`config.mk`:
```
export PLATFORM = sky130hd
export DESIGN_NAME = dma_register_write_checker_top
export DESIGN_NICKNAME = d
export VERILOG_FILES = /design/src/hdl/dmarwc_pkg.sv /design/src/hdl/dmarwc_apb.sv /design/src/hdl/dmarwc_core.sv /design/src/hdl/dmarwc_outbuf.sv /design/src/hdl/dma_register_write_checker_top.sv
export SDC_FILE = /design/constraint.sdc
export NUM_CORES = 1
export LEC_CHECK = 0
export BUFFER_PORTS_ARGS = -buffer_cell sky130_fd_sc_hd__buf_2
export CORE_ASPECT_RATIO = 0.8
export CORE_UTILIZATION = 40
export CTS_CLUSTER_DIAMETER = 120
export DETAILED_ROUTE_END_ITERATION = 6
export GPL_ROUTABILITY_DRIVEN = 0
export GPL_TIMING_DRIVEN = 0
export PLACE_DENSITY_LB_ADDON = 0.3
export RECOVER_POWER = 25
export SLEW_MARGIN = 15
export SYNTH_ARGS = -nofsm -noshare
export SYNTH_HDL_FRONTEND = slang
export SYNTH_SLANG_ARGS = --single-unit
```
`constraint.sdc`:
```
create_clock -name clk_i -period 7.04 [get_ports clk_i]
set_input_delay 0.704 -clock clk_i [delete_from_list [all_inputs] [get_ports clk_i]]
set_output_delay 0.704 -clock clk_i [all_outputs]
set_load 0.02 [all_outputs]
```
`src/hdl/dmarwc_pkg.sv`:
```
package dmarwc_pkg;

  // Argument kinds expected next in a sequence
  typedef logic [3:0] kind_t;
  localparam kind_t K_BASE = 4'd0;
  localparam kind_t K_BYTE = 4'd1;
  localparam kind_t K_WORD = 4'd2;
  localparam kind_t K_TIMA = 4'd3;
  localparam kind_t K_TIMB = 4'd4;
  localparam kind_t K_MASK = 4'd5;
  localparam kind_t K_DONE = 4'd6;

  // Register groups
  localparam logic [2:0] GRP_WR0 = 3'd0;
  localparam logic [2:0] GRP_WR1 = 3'd1;
  localparam logic [2:0] GRP_WR2 = 3'd2;
  localparam logic [2:0] GRP_WR3 = 3'd3;
  localparam logic [2:0] GRP_WR4 = 3'd4;
  localparam logic [2:0] GRP_WR5 = 3'd5;
  localparam logic [2:0] GRP_WR6 = 3'd6;

  localparam logic [3:0] ERR_NONE    = 4'd0;
  localparam logic [3:0] ERR_BASE    = 4'd1;
  localparam logic [3:0] ERR_MISSING = 4'd2;
  localparam logic [3:0] ERR_TIMA    = 4'd3;
  localparam logic [3:0] ERR_TIMB    = 4'd4;
  localparam logic [3:0] ERR_INTR    = 4'd5;
  localparam logic [3:0] ERR_MODE    = 4'd6;
  localparam logic [3:0] ERR_CMD     = 4'd7;
  localparam logic [3:0] ERR_MASK    = 4'd8;
  localparam logic [3:0] ERR_EXTRA   = 4'd9;
  localparam logic [3:0] ERR_RANGE   = 4'd10;
  localparam logic [3:0] ERR_CPU     = 4'd11;

  localparam logic [2:0] WARN_NONE    = 3'd0;
  localparam logic [2:0] WARN_HALFCYC = 3'd1;
  localparam logic [2:0] WARN_UNSUPP  = 3'd2;
  localparam logic [2:0] WARN_READY   = 3'd3;
  localparam logic [2:0] WARN_UNIMPL  = 3'd4;

  // Configuration register index
  localparam logic REG_TARGET_HAS_DMA = 1'b0;

  // Commands of WR6
  localparam logic [7:0] CMD_RESET      = 8'hC3;
  localparam logic [7:0] CMD_LOAD       = 8'hCF;
  localparam logic [7:0] CMD_CONTINUE   = 8'hD3;
  localparam logic [7:0] CMD_DISABLE    = 8'h83;
  localparam logic [7:0] CMD_ENABLE     = 8'h87;
  localparam logic [7:0] CMD_READ_MASK  = 8'hBB;

  typedef struct packed {
    logic       valid;
    logic [7:0] data;
    logic [3:0] err;
    logic [2:0] warn;
    logic       last;
  } res_t;

  typedef struct packed {
    logic [3:0] err;
    logic [7:0] bval;
    logic [2:0] warn;
    kind_t      ka;
    kind_t      kb;
  } base_t;

  function automatic kind_t pair_kind(input logic [1:0] bits);
    kind_t k;
    if (bits == 2'b11) k = K_WORD;
    else if (bits != 2'b00) k = K_BYTE;
    else k = K_BASE;
    return k;
  endfunction

  function automatic logic is_unimpl_cmd(input logic [7:0] n);
    logic r;
    unique case (n)
      8'h8B, 8'hA3, 8'hA7, 8'hAB, 8'hAF, 8'hB3,
      8'hB7, 8'hBF, CMD_RESET, 8'hC7, 8'hCB: r = 1'b1;
      default: r = 1'b0;
    endcase
    return r;
  endfunction

  // Check a base byte against its group; gives the byte to emit and the
  // arguments it calls for
  function automatic base_t base_eval(input logic [2:0] g, input logic [7:0] v);
    base_t      r;
    logic [7:0] n;
    n      = v;
    r.err  = ERR_NONE;
    r.warn = WARN_NONE;
    r.ka   = K_BASE;
    r.kb   = K_BASE;
    unique case (g)
      GRP_WR0: begin
        if ((n & 8'h83) != 8'h01) r.err = ERR_BASE;
        r.ka = pair_kind(n[4:3]);
        r.kb = pair_kind(n[6:5]);
      end
      GRP_WR1: begin
        if (((n & 8'h87) | 8'h04) != 8'h04) r.err = ERR_BASE;
        n = n | 8'h04;
        r.ka = n[6] ? K_TIMA : K_BASE;
      end
      GRP_WR2: begin
        if ((n & 8'h87) != 8'h00) r.err = ERR_BASE;
        r.ka = n[6] ? K_TIMB : K_BASE;
      end
      GRP_WR3: begin
        if (((n & 8'h83) | 8'h80) != 8'h80) r.err = ERR_BASE;
        n = n | 8'h80;
        if ((n & 8'h64) != 8'h00) r.warn = WARN_UNSUPP;
        r.ka = n[3] ? K_BYTE : K_BASE;
        r.kb = n[4] ? K_BYTE : K_BASE;
      end
      GRP_WR4: begin
        if (((n & 8'h83) | 8'h81) != 8'h81) r.err = ERR_BASE;
        else if (n[4]) r.err = ERR_INTR;
        else if (n[6:5] == 2'b00 || n[6:5] == 2'b11) r.err = ERR_MODE;
        n = n | 8'h81;
        if (n[3:2] == 2'b11) begin
          r.ka = K_WORD;
        end else begin
          r.ka = n[2] ? K_BYTE : K_BASE;
          r.kb = n[3] ? K_BYTE : K_BASE;
        end
      end
      GRP_WR5: begin
        if (((n & 8'hC7) | 8'h82) != 8'h82) r.err = ERR_BASE;
        n = n | 8'h82;
        if (n[3]) r.warn = WARN_READY;
      end
      GRP_WR6: begin
        if (is_unimpl_cmd(n)) r.warn = WARN_UNIMPL;
        else if (n != CMD_DISABLE && n != CMD_ENABLE && n != CMD_READ_MASK &&
                 n != CMD_LOAD && n != CMD_CONTINUE) r.err = ERR_CMD;
        r.ka = (n == CMD_READ_MASK) ? K_MASK : K_BASE;
      end
      default: begin
        r.err = ERR_BASE;
      end
    endcase
    r.bval = n;
    return r;
  endfunction

endpackage

```
`src/hdl/dmarwc_apb.sv`:
```
module dmarwc_apb
  import dmarwc_pkg::*;
(
  input  logic        clk_i,
  input  logic        rst_ni,
  input  logic        psel,
  input  logic        penable,
  input  logic        pwrite,
  input  logic [2:0]  paddr,
  input  logic [31:0] pwdata,
  output logic [31:0] prdata,
  output logic        pready,
  output logic        has_dma_o
);

  logic has_dma_q;
  logic has_dma_d;
  logic wr_en;

  assign pready = 1'b1;
  assign wr_en  = psel & penable & pwrite & pready & (paddr[2] == REG_TARGET_HAS_DMA);

  always_comb begin
    has_dma_d = has_dma_q;
    if (wr_en) has_dma_d = pwdata[0];
  end

  always_ff @(posedge clk_i or negedge rst_ni) begin
    if (!rst_ni) begin
      has_dma_q <= 1'b1;
    end else begin
      has_dma_q <= has_dma_d;
    end
  end

  assign prdata    = (paddr[2] == REG_TARGET_HAS_DMA) ? {31'd0, has_dma_q} : 32'd0;
  assign has_dma_o = has_dma_q;

endmodule

```
`src/hdl/dmarwc_core.sv`:
```
module dmarwc_core
  import dmarwc_pkg::*;
(
  input  logic        clk_i,
  input  logic        rst_ni,
  input  logic        fire_i,
  input  logic        has_dma_i,
  input  logic [2:0]  mode_i,
  input  logic        first_i,
  input  logic        last_i,
  input  logic [15:0] value_i,
  output logic [1:0]  nres_o,
  output res_t        res0_o,
  output res_t        res1_o
);

  kind_t      expect_q, expect_d;
  logic [2:0] pending_q, pending_d;
  logic       skip_q, skip_d;

  base_t      base;
  logic [3:0] err;
  logic [2:0] warn;
  logic       live;
  logic       hi_zero;

  assign base    = base_eval(mode_i, value_i[7:0]);
  assign hi_zero = (value_i[15:8] == 8'd0);

  always_comb begin
    expect_d  = expect_q;
    pending_d = pending_q;
    skip_d    = skip_q;
    nres_o    = 2'd0;
    res0_o    = '0;
    res1_o    = '0;
    err       = ERR_NONE;
    warn      = WARN_NONE;
    live      = 1'b0;

    if (first_i) begin
      live      = 1'b1;
      expect_d  = K_BASE;
      pending_d = 3'd0;
      skip_d    = 1'b0;
      nres_o    = 2'd1;
      if (!has_dma_i) err = ERR_CPU;
      else if (!hi_zero) err = ERR_RANGE;
      else err = base.err;
      if (err == ERR_NONE) begin
        res0_o.valid = 1'b1;
        res0_o.data  = base.bval;
        res0_o.warn  = base.warn;
        // queue up to two arguments, empty slots close up
        if (base.ka == K_BASE) begin
          expect_d  = (base.kb == K_BASE) ? K_DONE : base.kb;
          pending_d = 3'd0;
        end else begin
          expect_d  = base.ka;
          pending_d = base.kb[2:0];
        end
      end else begin
        res0_o.err = err;
      end
    end else if (expect_q == K_BASE) begin
      // drop stray item
    end else if (skip_q) begin
      if (last_i) begin
        expect_d  = K_BASE;
        pending_d = 3'd0;
        skip_d    = 1'b0;
      end
    end else begin
      live   = 1'b1;
      nres_o = 2'd1;
      unique case (expect_q)
        K_BYTE: begin
          res0_o.valid = 1'b1;
          res0_o.data  = value_i[7:0];
          expect_d     = (pending_q != 3'd0) ? {1'b0, pending_q} : K_DONE;
          pending_d    = 3'd0;
        end
        K_WORD: begin
          nres_o       = 2'd2;
          res0_o.valid = 1'b1;
          res0_o.data  = value_i[7:0];
          res1_o.valid = 1'b1;
          res1_o.data  = value_i[15:8];
          expect_d     = (pending_q != 3'd0) ? {1'b0, pending_q} : K_DONE;
          pending_d    = 3'd0;
        end
        K_TIMA, K_TIMB: begin
          if (!hi_zero) begin
            err = ERR_RANGE;
            res0_o.err = err;
          end else begin
            if (expect_q == K_TIMA) begin
              if (value_i[5:4] != 2'b00 || value_i[1:0] == 2'b11) err = ERR_TIMA;
            end else begin
              if (value_i[4] || value_i[1:0] == 2'b11) err = ERR_TIMB;
            end
            if (err == ERR_NONE && (value_i[7:0] & 8'hCC) != 8'h00) warn = WARN_HALFCYC;
            res0_o.valid = 1'b1;
            res0_o.data  = value_i[7:0];
            res0_o.err   = err;
            res0_o.warn  = warn;
            if (err == ERR_NONE) begin
              if (expect_q == K_TIMB && value_i[5]) begin
                expect_d  = K_BYTE;
                pending_d = 3'd0;
              end else begin
                expect_d  = (pending_q != 3'd0) ? {1'b0, pending_q} : K_DONE;
                pending_d = 3'd0;
              end
            end
          end
        end
        K_MASK: begin
          if (!hi_zero) err = ERR_RANGE;
          else if (value_i[7]) err = ERR_MASK;
          if (err != ERR_NONE) begin
            res0_o.err = err;
          end else begin
            res0_o.valid = 1'b1;
            res0_o.data  = value_i[7:0];
            expect_d     = (pending_q != 3'd0) ? {1'b0, pending_q} : K_DONE;
            pending_d    = 3'd0;
          end
        end
        default: begin
          err = ERR_EXTRA;
          res0_o.err = err;
        end
      endcase
    end

    if (live) begin
      if (err != ERR_NONE) begin
        if (last_i) begin
          expect_d  = K_BASE;
          pending_d = 3'd0;
          skip_d    = 1'b0;
        end else begin
          skip_d = 1'b1;
        end
      end else if (last_i) begin
        if (expect_d != K_DONE) begin
          if (nres_o == 2'd2) res1_o.err = ERR_MISSING;
          else res0_o.err = ERR_MISSING;
        end
        expect_d  = K_BASE;
        pending_d = 3'd0;
        skip_d    = 1'b0;
      end
      if (nres_o == 2'd2) res1_o.last = 1'b1;
      else res0_o.last = 1'b1;
    end
  end

  always_ff @(posedge clk_i or negedge rst_ni) begin
    if (!rst_ni) begin
      expect_q  <= K_BASE;
      pending_q <= 3'd0;
      skip_q    <= 1'b0;
    end else if (fire_i) begin
      expect_q  <= expect_d;
      pending_q <= pending_d;
      skip_q    <= skip_d;
    end
  end

endmodule

```
`src/hdl/dmarwc_outbuf.sv`:
```
module dmarwc_outbuf
  import dmarwc_pkg::*;
(
  input  logic        clk_i,
  input  logic        rst_ni,
  input  logic        load_i,
  input  logic [1:0]  nres_i,
  input  res_t        res0_i,
  input  res_t        res1_i,
  output logic        free_o,
  output logic        m_axis_tvalid,
  input  logic        m_axis_tready,
  output logic [15:0] m_axis_tdata,  // emitted_byte[7:0], error_code[11:8], warning_code[14:12]
  output logic [0:0]  m_axis_tuser,  // byte_valid[0]
  output logic        m_axis_tlast
);

  logic [1:0] cnt_q, cnt_d;
  res_t       r0_q, r0_d;
  res_t       r1_q, r1_d;
  logic       take;

  assign take   = m_axis_tvalid & m_axis_tready;
  assign free_o = (cnt_q == 2'd0) || (cnt_q == 2'd1 && m_axis_tready);

  always_comb begin
    cnt_d = cnt_q;
    r0_d  = r0_q;
    r1_d  = r1_q;
    if (take) begin
      // advance the second result into the head slot
      if (cnt_q == 2'd2) begin
        r0_d  = r1_q;
        cnt_d = 2'd1;
      end else begin
        cnt_d = 2'd0;
      end
    end
    if (load_i) begin
      r0_d  = res0_i;
      r1_d  = res1_i;
      cnt_d = nres_i;
    end
  end

  always_ff @(posedge clk_i or negedge rst_ni) begin
    if (!rst_ni) begin
      cnt_q <= 2'd0;
    end else begin
      cnt_q <= cnt_d;
    end
  end

  always_ff @(posedge clk_i) begin
    r0_q <= r0_d;
    r1_q <= r1_d;
  end

  assign m_axis_tvalid = (cnt_q != 2'd0);
  assign m_axis_tdata  = {1'b0, r0_q.warn, r0_q.err, r0_q.data};
  assign m_axis_tuser  = r0_q.valid;
  assign m_axis_tlast  = r0_q.last;

endmodule

```
`src/hdl/dma_register_write_checker_top.sv`:
```
// An accepted item is held in the input register; once the output buffer is free its results are
// registered there. Throughput: one item per cycle while the output side accepts; a word argument
// gives two byte results that leave the buffer one at a time, so such an item holds up the next.
// Items that cause no result pass through the input register and load nothing into the output buffer.
// Reset: sequence state returns to expecting a base byte, target_has_dma goes to 1.
module dma_register_write_checker_top
  import dmarwc_pkg::*;
(
  input  logic        clk_i,
  input  logic        rst_ni,
  input  logic        s_axis_tvalid,
  output logic        s_axis_tready,
  input  logic [15:0] s_axis_tdata,  // arg_value[15:0]
  input  logic [3:0]  s_axis_tuser,  // mode[2:0], first_arg[3]
  input  logic        s_axis_tlast,
  output logic        m_axis_tvalid,
  input  logic        m_axis_tready,
  output logic [15:0] m_axis_tdata,  // emitted_byte[7:0], error_code[11:8], warning_code[14:12]
  output logic [0:0]  m_axis_tuser,  // byte_valid[0]
  output logic        m_axis_tlast,
  input  logic        psel,
  input  logic        penable,
  input  logic        pwrite,
  input  logic [2:0]  paddr,
  input  logic [31:0] pwdata,
  output logic [31:0] prdata,
  output logic        pready
);

  logic        in_vld_q, in_vld_d;
  logic [2:0]  mode_q;
  logic        first_q;
  logic        last_q;
  logic [15:0] value_q;

  logic        has_dma;
  logic        out_free;
  logic        fire;
  logic [1:0]  nres;
  res_t        res0;
  res_t        res1;

  dmarwc_apb u_apb (
    .clk_i     (clk_i),
    .rst_ni    (rst_ni),
    .psel      (psel),
    .penable   (penable),
    .pwrite    (pwrite),
    .paddr     (paddr),
    .pwdata    (pwdata),
    .prdata    (prdata),
    .pready    (pready),
    .has_dma_o (has_dma)
  );

  assign fire          = in_vld_q & out_free;
  assign s_axis_tready = ~in_vld_q | out_free;

  always_comb begin
    in_vld_d = in_vld_q;
    if (fire) in_vld_d = 1'b0;
    if (s_axis_tvalid && s_axis_tready) in_vld_d = 1'b1;
  end

  always_ff @(posedge clk_i or negedge rst_ni) begin
    if (!rst_ni) begin
      in_vld_q <= 1'b0;
    end else begin
      in_vld_q <= in_vld_d;
    end
  end

  always_ff @(posedge clk_i) begin
    if (s_axis_tvalid && s_axis_tready) begin
      mode_q  <= s_axis_tuser[2:0];
      first_q <= s_axis_tuser[3];
      last_q  <= s_axis_tlast;
      value_q <= s_axis_tdata;
    end
  end

  dmarwc_core u_core (
    .clk_i     (clk_i),
    .rst_ni    (rst_ni),
    .fire_i    (fire),
    .has_dma_i (has_dma),
    .mode_i    (mode_q),
    .first_i   (first_q),
    .last_i    (last_q),
    .value_i   (value_q),
    .nres_o    (nres),
    .res0_o    (res0),
    .res1_o    (res1)
  );

  dmarwc_outbuf u_outbuf (
    .clk_i         (clk_i),
    .rst_ni        (rst_ni),
    .load_i        (fire && nres != 2'd0),
    .nres_i        (nres),
    .res0_i        (res0),
    .res1_i        (res1),
    .free_o        (out_free),
    .m_axis_tvalid (m_axis_tvalid),
    .m_axis_tready (m_axis_tready),
    .m_axis_tdata  (m_axis_tdata),
    .m_axis_tuser  (m_axis_tuser),
    .m_axis_tlast  (m_axis_tlast)
  );

endmodule

```
==> Yosys cells after proc, flatten, opt, wreduce, memory -nomap -nowiden <==
Index checks and enable logic that the tools add are counted.
{ "totals": {"output_inout_bits": 53, "elab_cells": 242, "reg_bits": 64} }
{ "op_classes": {"bitwise_logic": 12, "reduce_logical": 46, "n_eq_ne": 37, "n_mux": 128} }
{ "ops": {"columns": ["cell", "count"], "rows": [
  ["$mux 4", 44],
  ["$eq 8x8->1 const B", 12],
  ["$mux 3", 20],
  ["$mux 17", 3],
  ["$mux 16", 3],
  ["$pmux 4 s3", 4],
  ["$ne 8x8->1 const B", 5],
  ["$mux 9", 4],
  ["$mux 1", 32],
  ["$pmux 8 s4", 1],
  ["$pmux 4 s7", 1],
  ["$pmux 9 s3", 1],
  ["$mux 2", 12],
  ["$pmux 4 s6", 1],
  ["$reduce_bool 8->1", 3],
  ["$logic_not 4->1", 5],
  ["$pmux 3 s3", 2],
  ["$reduce_bool 2->1", 9],
  ["$eq 2x2->1 const B", 6],
  ["$reduce_or 11->1", 1],
  ["$eq 3x3->1 const B", 3],
  ["$logic_and 1x1->1", 9],
  ["$reduce_bool 3->1", 3],
  ["$eq 4x2->1 const B", 2],
  ["19 further kinds", 37]
]} }

==> Longest topological paths before layout <==
{ "logic_depth": {"depth_word": 23, "mapped_depth": 9} }

==> By module <==
A second synthesis with hierarchy kept.
{ "hier_totals": {"hier_cells": 408, "hier_area_um2": 4349.2} }
{ "modules_own_cells": {"columns": ["mod", "cells_each", "area_per_inst_um2", "instances", "seq_area_each_um2"], "rows": [
  ["dmarwc_core", 275, 1926.8, 1, 200.2],
  ["dmarwc_outbuf", 68, 1421.4, 1, 1071.0],
  ["dma_register_write_checker_top", 27, 698.2, 1, 655.6],
  ["dmarwc_apb", 38, 302.8, 1, 26.3]
]} }

==> Least setup slack after synthesis <==
OpenSTA, ideal clock, no wires.
{ "synth_path": {"path_kind": "input port to flip-flop", "startpoint": "input port m_axis_tready", "endpoint": "register u_outbuf.r0_q (netlist bit u_outbuf.m_axis_tdata[0]) (enable)", "cell_stages": 2, "t_arrival_ps": 2042, "t_required_ps": 6623, "setup_slack_ps": 4581, "path_cell_list": "nand2_1 > o21ai_0"} }
{ "synth_between": {"elab_chain_cells": 6} }
{ "synth_rtl": {"columns": ["element", "line", "rtl"], "rows": [
  ["start: declaration", "dma_register_write_checker_top.sv:17", "input logic m_axis_tready,"],
  ["$logic_and 1x1->1", "dmarwc_outbuf.sv:24", "assign free_o = (cnt_q == 2'd0) || (cnt_q == 2'd1 && m_axis_tready);"],
  ["$logic_or 1x1->1", "dmarwc_outbuf.sv:24", null],
  ["$and 1x1->1", "dma_register_write_checker_top.sv:56", "assign fire = in_vld_q & out_free;"],
  ["$logic_and 1x1->1", "dma_register_write_checker_top.sv:99", ".load_i (fire && nres != 2'd0),"],
  ["$reduce_bool 2->1 (no source line)", null, null],
  ["$reduce_and 2->1 (no source line) *", null, null],
  ["end signal: assignment", "dmarwc_outbuf.sv:55", "r0_q <= r0_d;"],
  ["end: declaration", "dmarwc_outbuf.sv:19", "res_t r0_q, r0_d;"]
]} }
Every way passes the cells marked *; elsewhere a longest branch is shown, timed or not.
A chain may end at the register's enable or synchronous reset.

==> results.txt <==
After clock tree synthesis, the clock-pin slew on the worst setup and hold paths is 0.05 ns. The HPWL after detailed placement is 6620 microns. The number of placed instances with taps included is 549, and the largest net degree at the start of global routing is 22.

Global routing used 18.9% of the available tracks. Sorting the synthesized cells by how often they occur yields sky130_fd_sc_hd__edfxtp_1 (49), sky130_fd_sc_hd__buf_4 (33), sky130_fd_sc_hd__nor2_1 (30), sky130_fd_sc_hd__a21oi_1 (21), sky130_fd_sc_hd__nand2_1 (18). For this run, the top clock speed supported by timing is 355 MHz.

TritonCTS created 9 clock buffers. The tools report the arrival time of the worst setup path as 2.86 ns. The fraction of registers with async set or reset after synthesis works out to 19.7%. The floorplan step set the die height to 88.0 microns. The type of the worst setup path was flip-flop to flip-flop.

The biggest area contributor in the post-synthesis netlist is sky130_fd_sc_hd__edfxtp_1. Port buffering added 49 buffers. The final routed wire length divided by cell count was 15.5 microns.

The tree built by TritonCTS fans out to 61 sinks. Counting flops with a built-in enable in the synthesized netlist gives 49. The number of max-slew violations in the final report was 0. Timing analysis after detailed placement gives a worst setup slack of 4.25 ns. Fraction of layout instances using a drive strength above 1: 27.6%.

The flow ran to the end, and the final reports show no timing, DRC or antenna violations. Gates resized during post-CTS repair numbered 0. Synthesis inferred 61 register bits. The shortest clock period the worst path allows after layout works out to 2.82 ns. The run gives 0 as the number of max-cap violations.

The tightest min-delay check is of the input port to async pin type. The layout overhead on the synthesized area came out at 22.2%. Clock skew on the completed layout was measured at 0.00564 ns. Number of unique standard cell types used by synthesis: 74.

The relative slew slack came out at 33.6%. The effective utilization at floorplan is 42.4%, and the clock latency on the worst-skew pair is 0.32 ns. The average instance area after synthesis works out to 10.4 sq um. The die footprint is 9630 sq um, and the overflow left after global routing is 0.

The floorplan step set the die width to 109 microns. The logs give 0 for the total setup buffers inserted after CTS and 0 for the number of synthesis warnings. After synthesis, the largest area contributor takes up 39.8% of total cell area. Among all cell types in the netlist, the one instantiated most often is sky130_fd_sc_hd__edfxtp_1. Setup repair after global routing left no endpoint under its margin. The tools report the number of hold violations in the final report as 0. Sequential cell area fraction in the yosys report: 48.0%. The placeable core region was 8710 sq um. By area the synthesized netlist is led by sky130_fd_sc_hd__edfxtp_1 (40%), sky130_fd_sc_hd__dfrtp_1 (7.5%), sky130_fd_sc_hd__buf_4 (6.7%). Buffers inserted to repair hold after CTS numbered 0. The first routing iteration left 311 violations.

In this run the most used layer during global routing was met2. Global routing used 25.8% of the available met1 tracks. The tools report the root buffer cell as sky130_fd_sc_hd__clkbuf_16. The tools report the initial antenna violation count as 0.

Leaving out filler cells and counting taps, the final layout contains 565. The final design area excluding fillers was 4520 sq um; the number of levels in the clock H-tree was 3. The floorplan has 30 rows.

Summing over every cut layer, the via total after detailed routing is 3066. After detailed routing, the total wire length is 8770 microns. The setup slack of the critical path after layout was 4.22 ns; the met3 usage was 5.43%. Global routing used 28.6% of the available met2 tracks. In this run the remaining antenna-violating nets after routing total 0.

Setup violations remaining at the end of the flow were counted as 0. The final layout contains 513 nets. Counting along the longest clock path gives a buffer depth of 2.

During I/O placement, the number of pins put on the boundary was 116. At the worst endpoint, the required time is 7.09 ns. The first detailed-routing pass ran for 5 iterations.

In the routed layout, each cell is associated on average with a via count of 5.43. The tools report the largest voltage drop on the vdd net as 163 uV. The tools report the number of global-route vias before repair as 2677. The repair_antennas step left the layout with diodes totalling 0. After detailed routing, the number of remaining DRC violations is 0.

In this run the cell area of the synthesized design comes to 3690 sq um. The final clock period utilization by the worst path works out to 40.0%. At the pin with the least slew margin, the transition time is 0.996 ns.

For the final routed database, the setup TNS stands at 0 ns. Across all hold checks on the routed design, the worst slack comes to 0.404 ns. Summed over all cells, the static leakage comes to 1.83 nW. The most used flip-flop cell after synthesis is sky130_fd_sc_hd__edfxtp_1. The wire length of the first global-routing pass is 13600 microns, and the power density relative to cell area is 229 nW/um^2. TritonCTS built the clock tree. The worst setup path is captured at a flip-flop. The worst setup path is launched from a flip-flop.

Summing all placed instances gives a cell area of 4210 sq um. Of all nets on the critical path, the largest fanout is 14. The tools report the gate count of the mapped netlist as 356.
[registers in the layout, indices dropped and copies added, names as in the netlist]
name / cells
in_vld_q: 1
first_q: 1
u_outbuf.m_axis_tdata: 15
last_q: 1
u_outbuf.cnt_q: 2
mode_q: 3
u_outbuf.m_axis_tuser: 1
value_q: 16
u_core.expect_q: 4
u_apb.has_dma_o: 1
u_outbuf.m_axis_tlast: 1
u_outbuf.r1_q: 11
u_core.skip_q: 1
u_core.pending_q: 3
[power breakdown]
part,internal [W],total (W),switching (W)
combinational,0.0000558,0.000156,0.0000997
clock,0.000305,0.000450,0.000144
sequential,0.000418,0.000431,0.0000129
total,0.000779,0.00104,0.000257
[final timing paths]
path                                                       to  slack (ns)  depth (start not counted)                             from
hold reg to reg               u_core.pending_q[2]$_DFFE_PN0P_        0.51                          1  u_core.pending_q[2]$_DFFE_PN0P_
min in group clk_i            u_core.pending_q[2]$_DFFE_PN0P_        0.51                          1  u_core.pending_q[2]$_DFFE_PN0P_
max in group asynchronous     u_core.pending_q[1]$_DFFE_PN0P_        6.20                          1                           rst_ni
setup / recovery           u_outbuf.m_axis_tdata[9]$_DFFE_PP_        4.22                          7   u_core.expect_q[1]$_DFFE_PN0P_
setup reg to reg           u_outbuf.m_axis_tdata[9]$_DFFE_PP_        4.22                          7   u_core.expect_q[1]$_DFFE_PN0P_
hold / removal                           in_vld_q$_DFFE_PN0P_        0.40                          1                           rst_ni
[area by class of cell]
type,count,area (sq um)
buffer,54,352
clock buffer,10,229
clock inverter,6,77.6
fill,773,4190
inverter,5,18.8
multi-input combinational,267,1670
sequential,61,1770
tap,112,140
timing repair buffer,50,255
[cells by family after synthesis]
kind of cell             count (synthesis)  synth area share [%]
AO/OA/AOI/OAI                           97                  19.5
flip-flops                              61                  48.0
AND/OR/NAND/NOR                        131                  20.5
adder cells (fa/ha/maj)                  2                 0.677
multiplexers                             3                 0.847
other                                    2                 0.203
buffers and inverters                   59                  10.0
XOR/XNOR                                 1                 0.237
[layer usage]
metal	vias to the layer above	routed length [microns]
li1	1474	-
met5	-	0
met2	174	3780
met1	1400	3880
met3	18	933
met4	0	164
[stage by stage]
| stage | utilization, % | total power, W |
|---|---|---|
| finish | 51.9 | 0.00104 |
| global route | 51.9 | 0.00108 |
| CTS | 51.9 | 0.00104 |
| detailed placement | 48.4 | 0.000591 |
| global placement | 48.2 | 0.000586 |
| floorplan | - | 0.000546 |
[worst max-delay path, stage by stage, from the launching register on]
cell and delay [ns]:
sky130_fd_sc_hd__dfrtp_1 0.45, sky130_fd_sc_hd__clkbuf_1 0.26, sky130_fd_sc_hd__nor4_1 0.54, sky130_fd_sc_hd__o21bai_1 0.16, sky130_fd_sc_hd__nand2_1 0.35, sky130_fd_sc_hd__inv_1 0.36, sky130_fd_sc_hd__o21ai_0 0.31, sky130_fd_sc_hd__o41ai_2 0.11
[layout by cell type, fill, tap and decap left out, types with 5 or more instances in the layout]
master	n
sky130_fd_sc_hd__and2_1	11
sky130_fd_sc_hd__clkbuf_16	9
sky130_fd_sc_hd__nor4_1	6
sky130_fd_sc_hd__conb_1	33
sky130_fd_sc_hd__nand2b_1	8
sky130_fd_sc_hd__clkbuf_1	13
sky130_fd_sc_hd__o21bai_1	5
sky130_fd_sc_hd__edfxtp_1	49
sky130_fd_sc_hd__nor2b_1	7
sky130_fd_sc_hd__a22o_1	9
sky130_fd_sc_hd__nand2_1	18
sky130_fd_sc_hd__inv_1	5
sky130_fd_sc_hd__o21ai_0	14
sky130_fd_sc_hd__nor3_1	11
sky130_fd_sc_hd__a21oi_1	21
sky130_fd_sc_hd__buf_2	56
sky130_fd_sc_hd__buf_4	33
sky130_fd_sc_hd__nor2_1	30
sky130_fd_sc_hd__dfrtp_1	11
(Power assumes the default switching activity.)
